==> config.mk <==
export PLATFORM = sky130hd
export DESIGN_NAME = ascii_ppm_byte_decoder
export DESIGN_NICKNAME = d
export VERILOG_FILES = /design/src/rtl/core/appm_pkg.sv /design/src/rtl/core/appm_datapath.sv /design/src/rtl/core/appm_ctrl.sv /design/src/rtl/core/ascii_ppm_byte_decoder.sv
export VERILOG_INCLUDE_DIRS = /design/src /design/src/rtl/core
export SDC_FILE = /design/constraint.sdc
export NUM_CORES = 1
export LEC_CHECK = 0
export ABC_AREA = 1
export BUFFER_PORTS_ARGS = -buffer_cell sky130_fd_sc_hd__buf_2
export CAP_MARGIN = 10
export CORE_UTILIZATION = 55
export CTS_CLUSTER_SIZE = 24
export DETAILED_ROUTE_END_ITERATION = 8
export PLACE_DENSITY = 0.84
export SKIP_LAST_GASP = 1
export SLEW_MARGIN = 20
export SYNTH_ARGS = -nofsm -noshare
export SYNTH_HDL_FRONTEND = slang
export SYNTH_SLANG_ARGS = --single-unit
==> constraint.sdc <==
create_clock -name clock -period 11.2 [get_ports clock]
set_input_delay 3.36 -clock clock [delete_from_list [all_inputs] [get_ports clock]]
set_output_delay 3.36 -clock clock [all_outputs]
set_load 0.1 [all_outputs]
==> src/rtl/core/assert_macros.svh <==
// Assertion macros used by the decoder controller.
`ifndef ASSERT_MACROS_SVH
`define ASSERT_MACROS_SVH

// Clocked property, switched off while reset is high.
`define APPM_ASSERT(label, clk, rst, prop, msg) \
   label: assert property (@(posedge clk) disable iff (rst) prop) else $error(msg);

// Clocked property, checked during reset as well.
`define APPM_ASSERT_ALWAYS(label, clk, prop, msg) \
   label: assert property (@(posedge clk) prop) else $error(msg);

`endif

==> src/rtl/core/appm_pkg.sv <==
// Types, codes and constants shared by the ASCII P3 decoder modules.
package appm_pkg;

   // Default coordinate counter width.
   localparam int CoordBitsDefault = 16;

   // Characters the parser recognizes.
   localparam logic [7:0] CharSpace   = 8'h20;
   localparam logic [7:0] CharNewline = 8'h0A;
   localparam logic [7:0] CharHash    = 8'h23;
   localparam logic [7:0] CharP       = 8'h50;
   localparam logic [7:0] CharThree   = 8'h33;
   localparam logic [7:0] CharZero    = 8'h30;
   localparam logic [7:0] CharNine    = 8'h39;

   // Numeric limits.
   localparam logic [15:0] AccumMax  = 16'hFFFF;
   localparam logic [7:0]  SampleMax = 8'hFF;
   localparam logic [1:0]  ChannelLast = 2'd2;

   // Result kinds.
   localparam logic [1:0] KindWidth  = 2'd0;
   localparam logic [1:0] KindHeight = 2'd1;
   localparam logic [1:0] KindMaxval = 2'd2;
   localparam logic [1:0] KindSample = 2'd3;

   // Magic token status.
   localparam logic [1:0] MagicUnseen   = 2'd0;
   localparam logic [1:0] MagicAccepted = 2'd1;
   localparam logic [1:0] MagicRejected = 2'd2;

   // Magic token match position.
   localparam logic [1:0] PosNone     = 2'd0;
   localparam logic [1:0] PosP        = 2'd1;
   localparam logic [1:0] PosP3       = 2'd2;
   localparam logic [1:0] PosMismatch = 2'd3;

   // Sample divider: one quotient bit per step, bit 8 flags saturation.
   localparam int DivSteps     = 9;
   localparam int DivCountBits = $clog2(DivSteps);
   localparam int DivBits      = 24;

   typedef struct packed {
      logic [7:0] data_byte;
      logic       end_of_stream;
   } req_payload_type;

   typedef struct packed {
      logic [1:0]  kind;
      logic [15:0] header_value;
      logic [15:0] row;
      logic [15:0] column;
      logic [1:0]  channel;
      logic [7:0]  sample;
      logic        image_full;
      logic        overflow_drop;
   } rsp_payload_type;

   typedef enum logic [0:0] {
      StIdle,
      StDivide
   } ctl_state_type;

   // Controller to datapath.
   typedef struct packed {
      logic accept;
      logic div_run;
   } ctl_cmd_type;

   // Datapath to controller.
   typedef struct packed {
      logic result;
      logic divide;
      logic div_last;
   } dp_status_type;

endpackage

==> src/rtl/core/appm_datapath.sv <==
// Parser state, header and pixel counters, sample divider and result register.
module appm_datapath #(
   parameter int COORD_BITS = appm_pkg::CoordBitsDefault
) (
   input  logic                      clock,
   input  logic                      reset,
   input  appm_pkg::req_payload_type req_data,
   input  appm_pkg::ctl_cmd_type     cmd,
   output appm_pkg::dp_status_type   status,
   output appm_pkg::rsp_payload_type rsp_data
);
   import appm_pkg::*;

   localparam logic [15:0] CoordMax = 16'((32'd1 << COORD_BITS) - 32'd1);

   // Parser and image state.
   logic [1:0]            magic_status_ff, magic_status_in;
   logic [1:0]            match_pos_ff, match_pos_in;
   logic                  in_token_ff, in_token_in;
   logic                  digits_ff, digits_in;
   logic                  skip_ff, skip_in;
   logic [15:0]           accum_ff, accum_in;
   logic [COORD_BITS-1:0] width_ff, width_in;
   logic [COORD_BITS-1:0] height_ff, height_in;
   logic [15:0]           max_level_ff, max_level_in;
   logic [COORD_BITS-1:0] row_ff, row_in;
   logic [COORD_BITS-1:0] column_ff, column_in;
   logic [1:0]            channel_ff, channel_in;
   logic                  done_ff, done_in;

   // Divider and result.
   logic [DivBits-1:0]      rem_ff, rem_in;
   logic [DivBits-1:0]      shift_ff, shift_in;
   logic [DivSteps-1:0]     quot_ff, quot_in;
   logic [DivCountBits-1:0] count_ff, count_in;
   rsp_payload_type         rsp_data_ff, rsp_data_in;

   // Step scratch.
   logic [7:0]            byte_val;
   logic [7:0]            digit_diff;
   logic [19:0]           product;
   logic                  finish;
   logic [15:0]           value;
   logic                  result;
   logic                  divide;
   rsp_payload_type       res_data;
   logic [COORD_BITS:0]   column_next;
   logic [COORD_BITS:0]   row_next;
   logic                  chan_wrap;
   logic                  div_ge;
   logic [DivSteps-1:0]   quot_step;
   logic                  div_last;

   // Decode one byte against the current state.
   always_comb begin
      magic_status_in = magic_status_ff;
      match_pos_in    = match_pos_ff;
      in_token_in     = in_token_ff;
      digits_in       = digits_ff;
      skip_in         = skip_ff;
      accum_in        = accum_ff;
      width_in        = width_ff;
      height_in       = height_ff;
      max_level_in    = max_level_ff;
      row_in          = row_ff;
      column_in       = column_ff;
      channel_in      = channel_ff;
      done_in         = done_ff;
      result          = 1'b0;
      divide          = 1'b0;
      res_data        = '0;
      finish          = 1'b0;
      value           = 16'h0000;
      product         = 20'h00000;
      column_next     = '0;
      row_next        = '0;
      chan_wrap       = 1'b0;
      byte_val        = req_data.data_byte;
      digit_diff      = byte_val - CharZero;

      priority if (skip_ff) begin
         if (byte_val == CharNewline) begin
            skip_in = 1'b0;
         end
      end else if (byte_val == CharHash) begin
         skip_in      = 1'b1;
         in_token_in  = 1'b0;
         digits_in    = 1'b0;
         accum_in     = 16'h0000;
         match_pos_in = PosNone;
      end else if (byte_val == CharSpace || byte_val == CharNewline) begin
         finish = 1'b1;
      end else begin
         // Open a token on its first byte.
         if (!in_token_in) begin
            in_token_in  = 1'b1;
            digits_in    = 1'b1;
            accum_in     = 16'h0000;
            match_pos_in = PosNone;
         end
         // Accumulate leading digits, saturating.
         if (byte_val >= CharZero && byte_val <= CharNine) begin
            if (digits_in) begin
               product = {1'b0, accum_in, 3'b000} + {3'b000, accum_in, 1'b0}
                         + {16'h0000, digit_diff[3:0]};
               accum_in = (product[19:16] != 4'h0) ? AccumMax : product[15:0];
            end
         end else begin
            digits_in = 1'b0;
         end
         // Track the magic token.
         if (magic_status_ff == MagicUnseen) begin
            if (match_pos_in == PosNone && byte_val == CharP) begin
               match_pos_in = PosP;
            end else if (match_pos_in == PosP && byte_val == CharThree) begin
               match_pos_in = PosP3;
            end else begin
               match_pos_in = PosMismatch;
            end
         end
      end

      if (req_data.end_of_stream) begin
         finish = 1'b1;
      end

      // Close the open token.
      if (finish && in_token_in) begin
         value       = accum_in;
         in_token_in = 1'b0;
         digits_in   = 1'b0;
         accum_in    = 16'h0000;
         priority if (magic_status_ff == MagicUnseen) begin
            magic_status_in = (match_pos_in == PosP3) ? MagicAccepted : MagicRejected;
            match_pos_in    = PosNone;
         end else if (magic_status_ff == MagicAccepted) begin
            result = 1'b1;
            priority if (width_ff == '0) begin
               width_in              = (value > CoordMax) ? CoordMax[COORD_BITS-1:0]
                                                          : value[COORD_BITS-1:0];
               res_data.kind         = KindWidth;
               res_data.header_value = 16'(width_in);
            end else if (height_ff == '0) begin
               height_in             = (value > CoordMax) ? CoordMax[COORD_BITS-1:0]
                                                          : value[COORD_BITS-1:0];
               res_data.kind         = KindHeight;
               res_data.header_value = 16'(height_in);
            end else if (max_level_ff == 16'h0000) begin
               max_level_in          = value;
               res_data.kind         = KindMaxval;
               res_data.header_value = value;
            end else if (done_ff) begin
               res_data.kind          = KindSample;
               res_data.overflow_drop = 1'b1;
            end else begin
               divide           = 1'b1;
               res_data.kind    = KindSample;
               res_data.row     = 16'(row_ff);
               res_data.column  = 16'(column_ff);
               res_data.channel = channel_ff;
               // Advance channel, column and row.
               chan_wrap   = (channel_ff == ChannelLast);
               channel_in  = chan_wrap ? 2'd0 : channel_ff + 2'd1;
               column_next = {1'b0, column_ff} + {{COORD_BITS{1'b0}}, chan_wrap};
               row_next    = {1'b0, row_ff};
               if (column_next >= {1'b0, width_ff}) begin
                  column_in = '0;
                  row_next  = {1'b0, row_ff} + {{COORD_BITS{1'b0}}, 1'b1};
               end else begin
                  column_in = column_next[COORD_BITS-1:0];
               end
               row_in = row_next[COORD_BITS-1:0];
               if (row_next >= {1'b0, height_ff}) begin
                  done_in             = 1'b1;
                  res_data.image_full = 1'b1;
               end
            end
         end else begin
            result = 1'b0;
         end
      end

      // End of stream drops any open token or comment.
      if (req_data.end_of_stream) begin
         in_token_in = 1'b0;
         digits_in   = 1'b0;
         skip_in     = 1'b0;
         accum_in    = 16'h0000;
      end
   end

   // One restoring divide step.
   always_comb begin
      div_ge    = (rem_ff >= shift_ff);
      quot_step = {quot_ff[DivSteps-2:0], div_ge};
      div_last  = (count_ff == DivCountBits'(DivSteps - 1));
   end

   // Divider and result register next values.
   always_comb begin
      rem_in      = rem_ff;
      shift_in    = shift_ff;
      quot_in     = quot_ff;
      count_in    = count_ff;
      rsp_data_in = rsp_data_ff;
      if (cmd.accept) begin
         if (result) begin
            rsp_data_in = res_data;
         end
         if (divide) begin
            // Dividend is value * 255, divisor starts at maxval shifted up by 8.
            rem_in   = {value, 8'h00} - {8'h00, value};
            shift_in = {max_level_ff, 8'h00};
            quot_in  = '0;
            count_in = '0;
         end
      end else if (cmd.div_run) begin
         rem_in   = div_ge ? (rem_ff - shift_ff) : rem_ff;
         shift_in = {1'b0, shift_ff[DivBits-1:1]};
         quot_in  = quot_step;
         count_in = count_ff + DivCountBits'(1);
         if (div_last) begin
            rsp_data_in.sample = quot_step[DivSteps-1] ? SampleMax
                                                       : quot_step[DivSteps-2:0];
         end
      end
   end

   // Hold parser state; change it only on an accepted beat.
   always_ff @(posedge clock) begin
      if (reset) begin
         magic_status_ff <= MagicUnseen;
         match_pos_ff    <= PosNone;
         in_token_ff     <= 1'b0;
         digits_ff       <= 1'b0;
         skip_ff         <= 1'b0;
         accum_ff        <= 16'h0000;
         width_ff        <= '0;
         height_ff       <= '0;
         max_level_ff    <= 16'h0000;
         row_ff          <= '0;
         column_ff       <= '0;
         channel_ff      <= 2'd0;
         done_ff         <= 1'b0;
         count_ff        <= '0;
      end else begin
         if (cmd.accept) begin
            magic_status_ff <= magic_status_in;
            match_pos_ff    <= match_pos_in;
            in_token_ff     <= in_token_in;
            digits_ff       <= digits_in;
            skip_ff         <= skip_in;
            accum_ff        <= accum_in;
            width_ff        <= width_in;
            height_ff       <= height_in;
            max_level_ff    <= max_level_in;
            row_ff          <= row_in;
            column_ff       <= column_in;
            channel_ff      <= channel_in;
            done_ff         <= done_in;
         end
         count_ff <= count_in;
      end
   end

   // Payload registers carry no reset.
   always_ff @(posedge clock) begin
      rem_ff      <= rem_in;
      shift_ff    <= shift_in;
      quot_ff     <= quot_in;
      rsp_data_ff <= rsp_data_in;
   end

   assign status.result   = result;
   assign status.divide   = divide;
   assign status.div_last = div_last;
   assign rsp_data        = rsp_data_ff;

endmodule

==> src/rtl/core/appm_ctrl.sv <==
// Controller: accept handshake, divide sequencing and result valid.
`include "assert_macros.svh"

module appm_ctrl (
   input  logic                    clock,
   input  logic                    reset,
   input  logic                    req_valid,
   output logic                    req_stall,
   output logic                    rsp_valid,
   input  logic                    rsp_stall,
   input  appm_pkg::dp_status_type status,
   output appm_pkg::ctl_cmd_type   cmd
);
   import appm_pkg::*;

   ctl_state_type state_ff, state_in;
   logic          rsp_valid_ff, rsp_valid_in;
   logic          out_free;

   // Result slot is free when empty or being taken this cycle.
   assign out_free = !rsp_valid_ff || !rsp_stall;

   // Next state.
   always_comb begin
      state_in = state_ff;
      unique case (state_ff)
         StIdle: begin
            if (cmd.accept && status.divide) begin
               state_in = StDivide;
            end
         end
         StDivide: begin
            if (status.div_last) begin
               state_in = StIdle;
            end
         end
         default: begin
            state_in = StIdle;
         end
      endcase
   end

   // Outputs and commands.
   always_comb begin
      req_stall   = 1'b1;
      cmd.div_run = 1'b0;
      unique case (state_ff)
         StIdle: begin
            req_stall = reset || !out_free;
         end
         StDivide: begin
            cmd.div_run = 1'b1;
         end
         default: begin
            req_stall = 1'b1;
         end
      endcase
      cmd.accept = req_valid && !req_stall;
   end

   // Load the result beat, drop it once taken.
   always_comb begin
      rsp_valid_in = rsp_valid_ff;
      priority if (cmd.accept && status.result && !status.divide) begin
         rsp_valid_in = 1'b1;
      end else if (cmd.div_run && status.div_last) begin
         rsp_valid_in = 1'b1;
      end else if (rsp_valid_ff && !rsp_stall) begin
         rsp_valid_in = 1'b0;
      end
   end

   always_ff @(posedge clock) begin
      if (reset) begin
         state_ff     <= StIdle;
         rsp_valid_ff <= 1'b0;
      end else begin
         state_ff     <= state_in;
         rsp_valid_ff <= rsp_valid_in;
      end
   end

   assign rsp_valid = rsp_valid_ff;

   `APPM_ASSERT(a_div_slot_empty, clock, reset, (state_ff == StDivide) |-> !rsp_valid_ff, "result slot busy while dividing")
   `APPM_ASSERT(a_rsp_source, clock, reset, $rose(rsp_valid_ff) |-> ($past(cmd.accept) || $past(state_ff == StDivide)), "result beat without a source")
   `APPM_ASSERT(a_div_entry, clock, reset, (cmd.accept && status.divide) |=> (state_ff == StDivide), "sample did not start the divider")
   `APPM_ASSERT_ALWAYS(a_reset_clear, clock, reset |=> (!rsp_valid_ff && state_ff == StIdle), "reset left control state set")

endmodule

==> src/rtl/core/ascii_ppm_byte_decoder.sv <==
// ASCII P3 image byte decoder: top level joining controller and datapath.
// Results: a header result is valid the cycle after its ending byte is accepted;
// a pixel sample is valid once the divider has run its 9 steps after acceptance.
// Throughput: one byte per cycle while the result slot is free; a byte that ends a
// pixel sample holds the input while the shared bit-serial divider scales it.
// Reset: synchronous, clears parser, header and counter state; no byte is taken during reset.
module ascii_ppm_byte_decoder #(
   parameter int COORD_BITS = appm_pkg::CoordBitsDefault
) (
   input  logic                      clock,
   input  logic                      reset,
   input  logic                      req_valid,
   output logic                      req_stall,
   input  appm_pkg::req_payload_type req_data,
   output logic                      rsp_valid,
   input  logic                      rsp_stall,
   output appm_pkg::rsp_payload_type rsp_data
);
   import appm_pkg::*;

   ctl_cmd_type   cmd;
   dp_status_type status;

   // Sequence the handshakes and divide steps.
   appm_ctrl u_ctrl (
      .clock     (clock),
      .reset     (reset),
      .req_valid (req_valid),
      .req_stall (req_stall),
      .rsp_valid (rsp_valid),
      .rsp_stall (rsp_stall),
      .status    (status),
      .cmd       (cmd)
   );

   // Parse bytes, count pixels, scale samples.
   appm_datapath #(
      .COORD_BITS (COORD_BITS)
   ) u_datapath (
      .clock    (clock),
      .reset    (reset),
      .req_data (req_data),
      .cmd      (cmd),
      .status   (status),
      .rsp_data (rsp_data)
   );

endmodule
Word level (Yosys, flattened, before mapping). Cells that the tools add are included.

Register bits after elaboration: 230. Input port bits: 13. Output and inout port bits: 64.

Add/subtract/negate cells: 9. $lt $le $gt $ge: 6. Eq/ne operators: 14. Muxes and demuxes: 110. Bitwise operators: 8. Reduce and logical (&&, ||, !) cells: 44.

Operators by type and width (count): 2-to-1 mux 16 bit (16); 2-to-1 mux 24 bit (7); 2-to-1 mux 17 bit (8); 2-to-1 mux 8 bit (7); zero test 16 bit (3); 2-to-1 mux 1 bit (46); 2-to-1 mux 2 bit (19); 2-to-1 mux 18 bit (2); greater-or-equal comparator 17 x 16 -> 1 bit (2); == test 8 x 6 -> 1 bit (second input constant) (3); greater-or-equal comparator 24 bit (1); subtractor 24 x 16 -> 24 bit (1); subtractor 24 bit (1); adder 19 x 17 -> 20 bit (1); adder 20 x 4 -> 20 bit (1); adder 16 x 1 -> 17 bit (1); adder 16 x 1 -> 17 bit (second input constant) (1); greater-than comparator 16 bit (second input constant) (1); AND reduction 7 bit (2); 2-to-1 mux 4 bit (3); AND reduction 3 bit (4); logical AND 1 bit (10); 2-to-1 mux 10 bit (1); == test 8 x 4 -> 1 bit (second input constant) (1); other kinds (29) (49).

Depth between registers and ports, before layout.
Depth after elaboration: 22. Gate-level depth with buffers: 39. Depth with buffers taken out: 39.

Cells and area by module. A second synthesis with hierarchy kept.

Cells, all modules: 1986. Area, all modules: 14875.5 um^2.

By module, submodules not included: appm_datapath (times used 1, cells each 1967, area each 14757.9 um^2, seq. area each 5745.5 um^2); appm_ctrl (times used 1, cells each 19, area each 117.6 um^2, seq. area each 40.0 um^2).

Worst setup path after synthesis. OpenSTA, ideal clock, no wires.

Path kind: input to output. Start: input reset. End: output req_stall. Data arrival time: 4.297 ns. Required time: 7.840 ns. Slack: 3.543 ns. Stages: 3. Buffers on the path: 1. Cells stage by stage: clkbuf_1 -> nor2_1 -> nand2_1.

Word-level cells in the longest chain between the ends: 2.

Ends and longest elaborated chain: start, declared (RTL line ascii_ppm_byte_decoder.sv:11) `input logic reset,`; logical OR 1 bit (RTL line appm_ctrl.sv:49) `req_stall = reset || !out_free;`; 2-to-1 mux 1 bit (RTL line appm_ctrl.sv:47) `unique case (state_ff)`; end, declared (RTL line ascii_ppm_byte_decoder.sv:13) `output logic req_stall,`.

Every way passes these cells.

Final worst setup path.
Start: input req_data[4] in the netlist's numbering. End: register u_datapath.rem_ff[20], data pin.

Word-level cells in the longest chain between the ends: 13.

Ends and longest elaborated chain: start, declared (RTL line ascii_ppm_byte_decoder.sv:14) `input appm_pkg::req_payload_type req_data,`; subtractor 4 x 1 -> 4 bit (RTL line appm_datapath.sv:79) `digit_diff = byte_val - CharZero;`; adder 20 x 4 -> 20 bit (RTL line appm_datapath.sv:105) `+ {16'h0000, digit_diff[3:0]};`; nonzero test 4 bit (RTL line appm_datapath.sv:106) `accum_in = (product[19:16] != 4'h0) ? AccumMax : product[15:0];`; 2-to-1 mux 16 bit (RTL line appm_datapath.sv:106); 2-to-1 mux 16 bit (RTL line appm_datapath.sv:103) `if (digits_in) begin`; 2-to-1 mux 16 bit (RTL line appm_datapath.sv:102) `if (byte_val >= CharZero && byte_val <= CharNine) begin`; 2-to-1 mux 16 bit (RTL line appm_datapath.sv:91) `end else if (byte_val == CharSpace || byte_val == CharNewline) begin`; 2-to-1 mux 16 bit (RTL line appm_datapath.sv:85) `end else if (byte_val == CharHash) begin`; 2-to-1 mux 16 bit (RTL line appm_datapath.sv:81) `priority if (skip_ff) begin`; 2-to-1 mux 16 bit (*) (RTL line appm_datapath.sv:128) `if (finish && in_token_in) begin`; subtractor 24 x 16 -> 24 bit (*) (RTL line appm_datapath.sv:212) `rem_in = {value, 8'h00} - {8'h00, value};`; 2-to-1 mux 24 bit (*) (RTL line appm_datapath.sv:210) `if (divide) begin`; 2-to-1 mux 24 bit (*) (RTL line appm_datapath.sv:206) `if (cmd.accept) begin`; named net u_datapath.rem_in[20] (RTL line appm_datapath.sv:32) `logic [DivBits-1:0] rem_ff, rem_in;`; end signal, assigned (RTL line appm_datapath.sv:268) `rem_ff <= rem_in;`; end, declared (RTL line appm_datapath.sv:32).

Mark *: on every way through the listed nets, which the timed path passes. The rest lies on a longest branch. The select of a mux whose other input is x is not followed. A chain may end at the register's enable or synchronous reset.

==> PnR_summary.wiki <==
{| class="wikitable"
! Metric !! Value
|-
| Slowest stage cell on the critical path || ha_1
|-
| Clock sink total || 230
|-
| Multi-input combinational cell area || roughly 7600 um^2
|-
| Static Leak || between 8 and 9 nW
|-
| Worst Tran Pin Value || 0.993 ns
|-
| CTS HTree Levels || 1
|-
| Largest stage delay on the critical path || 0.36 ns
|-
| Gr usage total || 27.5%
|-
| Ant. Diodes || 0
|-
| Top FF cell, synth || edfxtp_1
|-
| Boundary Pins || 77
|-
| Congestion Overflow GR || 0
|-
| Top post-synthesis cells by count || 408 x nand2_1, 326 x inv_1, 223 x a21oi_1
|-
| Number of buffers inserted for hold repair after clock tree synthesis || 0
|-
| Layout overhead on the synthesized area || 9.17%
|-
| HPWL after DPL || 27.9 mm
|-
| Iter 0 DRT Violations || ~1400
|-
| Power Dens Cells || approximately 110 nW/um^2
|-
| Yosys top cell area share || 23.8%
|-
| Max-slew violations || 0
|-
| Mean Syn Cell Area || 7.43 um^2
|-
| Width of the die || between 150 and 200 um
|-
| Number of buffers added on ports || 76
|-
| Post-route ant nets || 0
|-
| Clock root buffer || clkbuf_16
|-
| Count of endpoints failing setup in the final report || 0
|-
| Effective utilization at floorplan || 56.6%
|-
| Area of the die || 27700 um^2
|-
| Peak ir drop on the vdd network || 0.000108 V
|-
| Post-synth cell types || 54
|-
| Total DRC errors in the routed layout || 4
|-
| Critical path capture point type || flip-flop
|-
| Ys Warns || 0
|-
| Ratio of cells with drive above 1 in the final layout || between 10% and 20%
|-
| Hold Path Stages || 2
|-
| Register bit count reported by yosys || 230
|-
| Count of TritonRoute iterations in the first routing pass || 8
|-
| Total Wirelength || 38.6 mm
|-
| Final Wtd Congestion || slightly above 0.9
|-
| Worst Path Class, Setup || in2reg
|-
| Cells taking the most area after synthesis || edfxtp_1 24%, dfxtp_1 15%, nand2_1 10%, ha_1 8.6%, inv_1 8.2%
|-
| Fill cell total of the finished layout || 2303
|-
| Final Net Count || roughly 2200
|-
| TritonCTS clock tree || done
|-
| Area of the mapped netlist || 14900 um^2
|-
| Count of vias placed by the detailed router || 13700
|-
| Worst EP required || 11.47 ns
|-
| Hold Path Class || reg2reg
|-
| Maximum fanout along the worst path || 12
|-
| Kind of start point of the critical path || input pin
|-
| Source of the worst hold timing path || u_datapath.column_ff[7]
|-
| Row count || 59
|-
| Reg-to-reg critical path startpoint || u_datapath.channel_ff[1]
|-
| Clock latency reported for the late side of the worst-skew pair || 0.52 ns
|-
| RSZ-0062 raised after global routing || no
|-
| Async set-or-reset flop fraction in the synthesized netlist || 0%
|-
| Placeable core region || ~26000 um^2
|-
| Power, Total || 1.74 mW
|-
| Worst Path Arrival || 7.89 ns
|-
| Area of all sequential standard cells || 5790 um^2
|-
| Violated checks || DRC
|-
| Peak clock frequency supported by timing || 0.131 GHz
|-
| Register area share after synthesis || 38.9%
|-
| Number of antenna violations at the first check in global routing || 1
|-
| Post-CTS clock slew at the launch and capture registers of the worst setup and hold paths || 0.06 ns
|-
| Post-CTS Setup Inserts || 0
|-
| Post-DR vias/cell || 5.70
|-
| Resized Gates After CTS || 0
|-
| Vias in the first global route || between 10000 and 15000
|-
| Height of the chip || between 150 and 200 um
|-
| Worst clock skew on the final layout || approximately 0.011 ns
|-
| Most used cell, CP || nand2_1
|-
| Number of instances in the synthesized netlist || 2001
|-
| Most numerous cell in the Yosys netlist || nand2_1
|-
| Number of enable flip-flop cells after synthesis || 118
|-
| Setup total negative slack || 0 ns
|-
| Net count after synthesis || 2118
|-
| CTS buffer count || 24
|-
| First-pass GRT wire length || 62.4 mm
|-
| First element of the critical path || req_data[4]
|-
| Status || finished with violations
|-
| Post-synth top area cell || edfxtp_1
|-
| Clk buf depth || 3
|-
| Reported max-cap violation count || 0
|-
| Slew HR || 33.8%
|-
| Worst hold slack || 0.471 ns
|-
| Depth of the worst register-to-register path || 36
|-
| Minimum clock period after layout || 7.62 ns
|-
| Count of final hold-check violations || 0
|-
| Drt wl/cell || 16.1 um
|-
| Post-route fraction of the period consumed by the critical path || approximately 68%
|-
| Largest net degree at the start of global routing || 91
|}
## metrics by stage
step	util, %	setup WS (ns)	cell area, um^2	cells
floorplan	-	3.54	14900	2001
global placement	58.8	3.22	15500	2357
detailed placement	58.8	3.15	15500	2357
CTS	61.8	3.69	16200	2401
global route	61.8	3.06	16200	2401
finish	61.8	3.58	16200	2401
## worst paths after layout
check | end | slack, ns
max reg2reg | u_datapath.done_ff | 4.75
max | u_datapath.rem_ff[20] | 3.58
min | u_datapath.column_ff[7] | 0.47
min reg2reg | u_datapath.column_ff[7] | 0.47
## critical path, delay by kind of cell
family	cells	cell delay, ns
buffers and inverters	6	0.48
AND/OR/NAND/NOR	19	2.22
adder cells (fa/ha/maj)	3	0.87
XOR/XNOR	1	0.14
AO/OA/AOI/OAI	6	0.80
## where the power goes
part	total, mW	switching, mW	internal, mW
logic	0.0856	0.0620	0.0236
registers	0.883	0.00222	0.881
clock network	0.774	0.329	0.444
## layer usage
layer  up-vias  track usage [%]  wire [um]
met1      6329             36.8      16700
met5         -                0         11
met2       543             46.1      17900
li1       6696                -          -
met4         2             9.98       1200
met3       106             3.07       2670
## layout by cell type (no fill, tap or decap), types with 5 or more instances in the layout
cell / instances
a21oi_1: 222
a31oi_1: 7
buf_2: 76
buf_4: 8
clkbuf_1: 5
clkbuf_16: 26
clkinv_2: 6
dfxtp_1: 112
edfxtp_1: 118
ha_1: 102
inv_1: 326
inv_2: 10
nand2_1: 408
nand2_2: 21
nand2_4: 11
nand3_1: 89
nand3_2: 8
nand3b_1: 6
nand4_1: 29
nor2_1: 154
nor2_2: 5
nor2_4: 6
nor3_1: 19
nor4_1: 21
o211ai_1: 9
o21ai_0: 143
o21ai_1: 16
or2_2: 14
xnor2_1: 13
xor2_1: 26
## registers in the layout (all words and copies together) (netlist names), 8 cells and up
register and count:
u_datapath.rem_ff 24, u_datapath.shift_ff 24, u_datapath.column_ff 16, u_datapath.width_ff 16, u_datapath.row_ff 16, u_datapath.accum_ff 16
u_datapath.height_ff 16, u_datapath.max_level_ff 16, u_datapath.quot_ff 8, u_datapath.rsp_data 62
## cell families (layout without fill, tap and decap cells)
logic type | Yosys count | in the layout | synth area share (%)
simple gates | 804 | 804 | 24.5
compound gates | 423 | 423 | 14.9
buf+inv | 401 | 466 | 10.5
flops | 230 | 230 | 38.9
fa+ha+maj | 104 | 104 | 8.85
xor+xnor | 39 | 39 | 2.30
## area by class of cell
class / instances / area share (%)
clock inverters: 10 / 0.378
repair buffers: 84 / 2.71
well taps: 335 / 2.58
clock buffers: 34 / 4.38
inverters: 338 / 7.81
multi-input cells: 1370 / 46.5
flip-flops and latches: 230 / 35.6
Note: power is estimated with default switching activity, not from simulation.
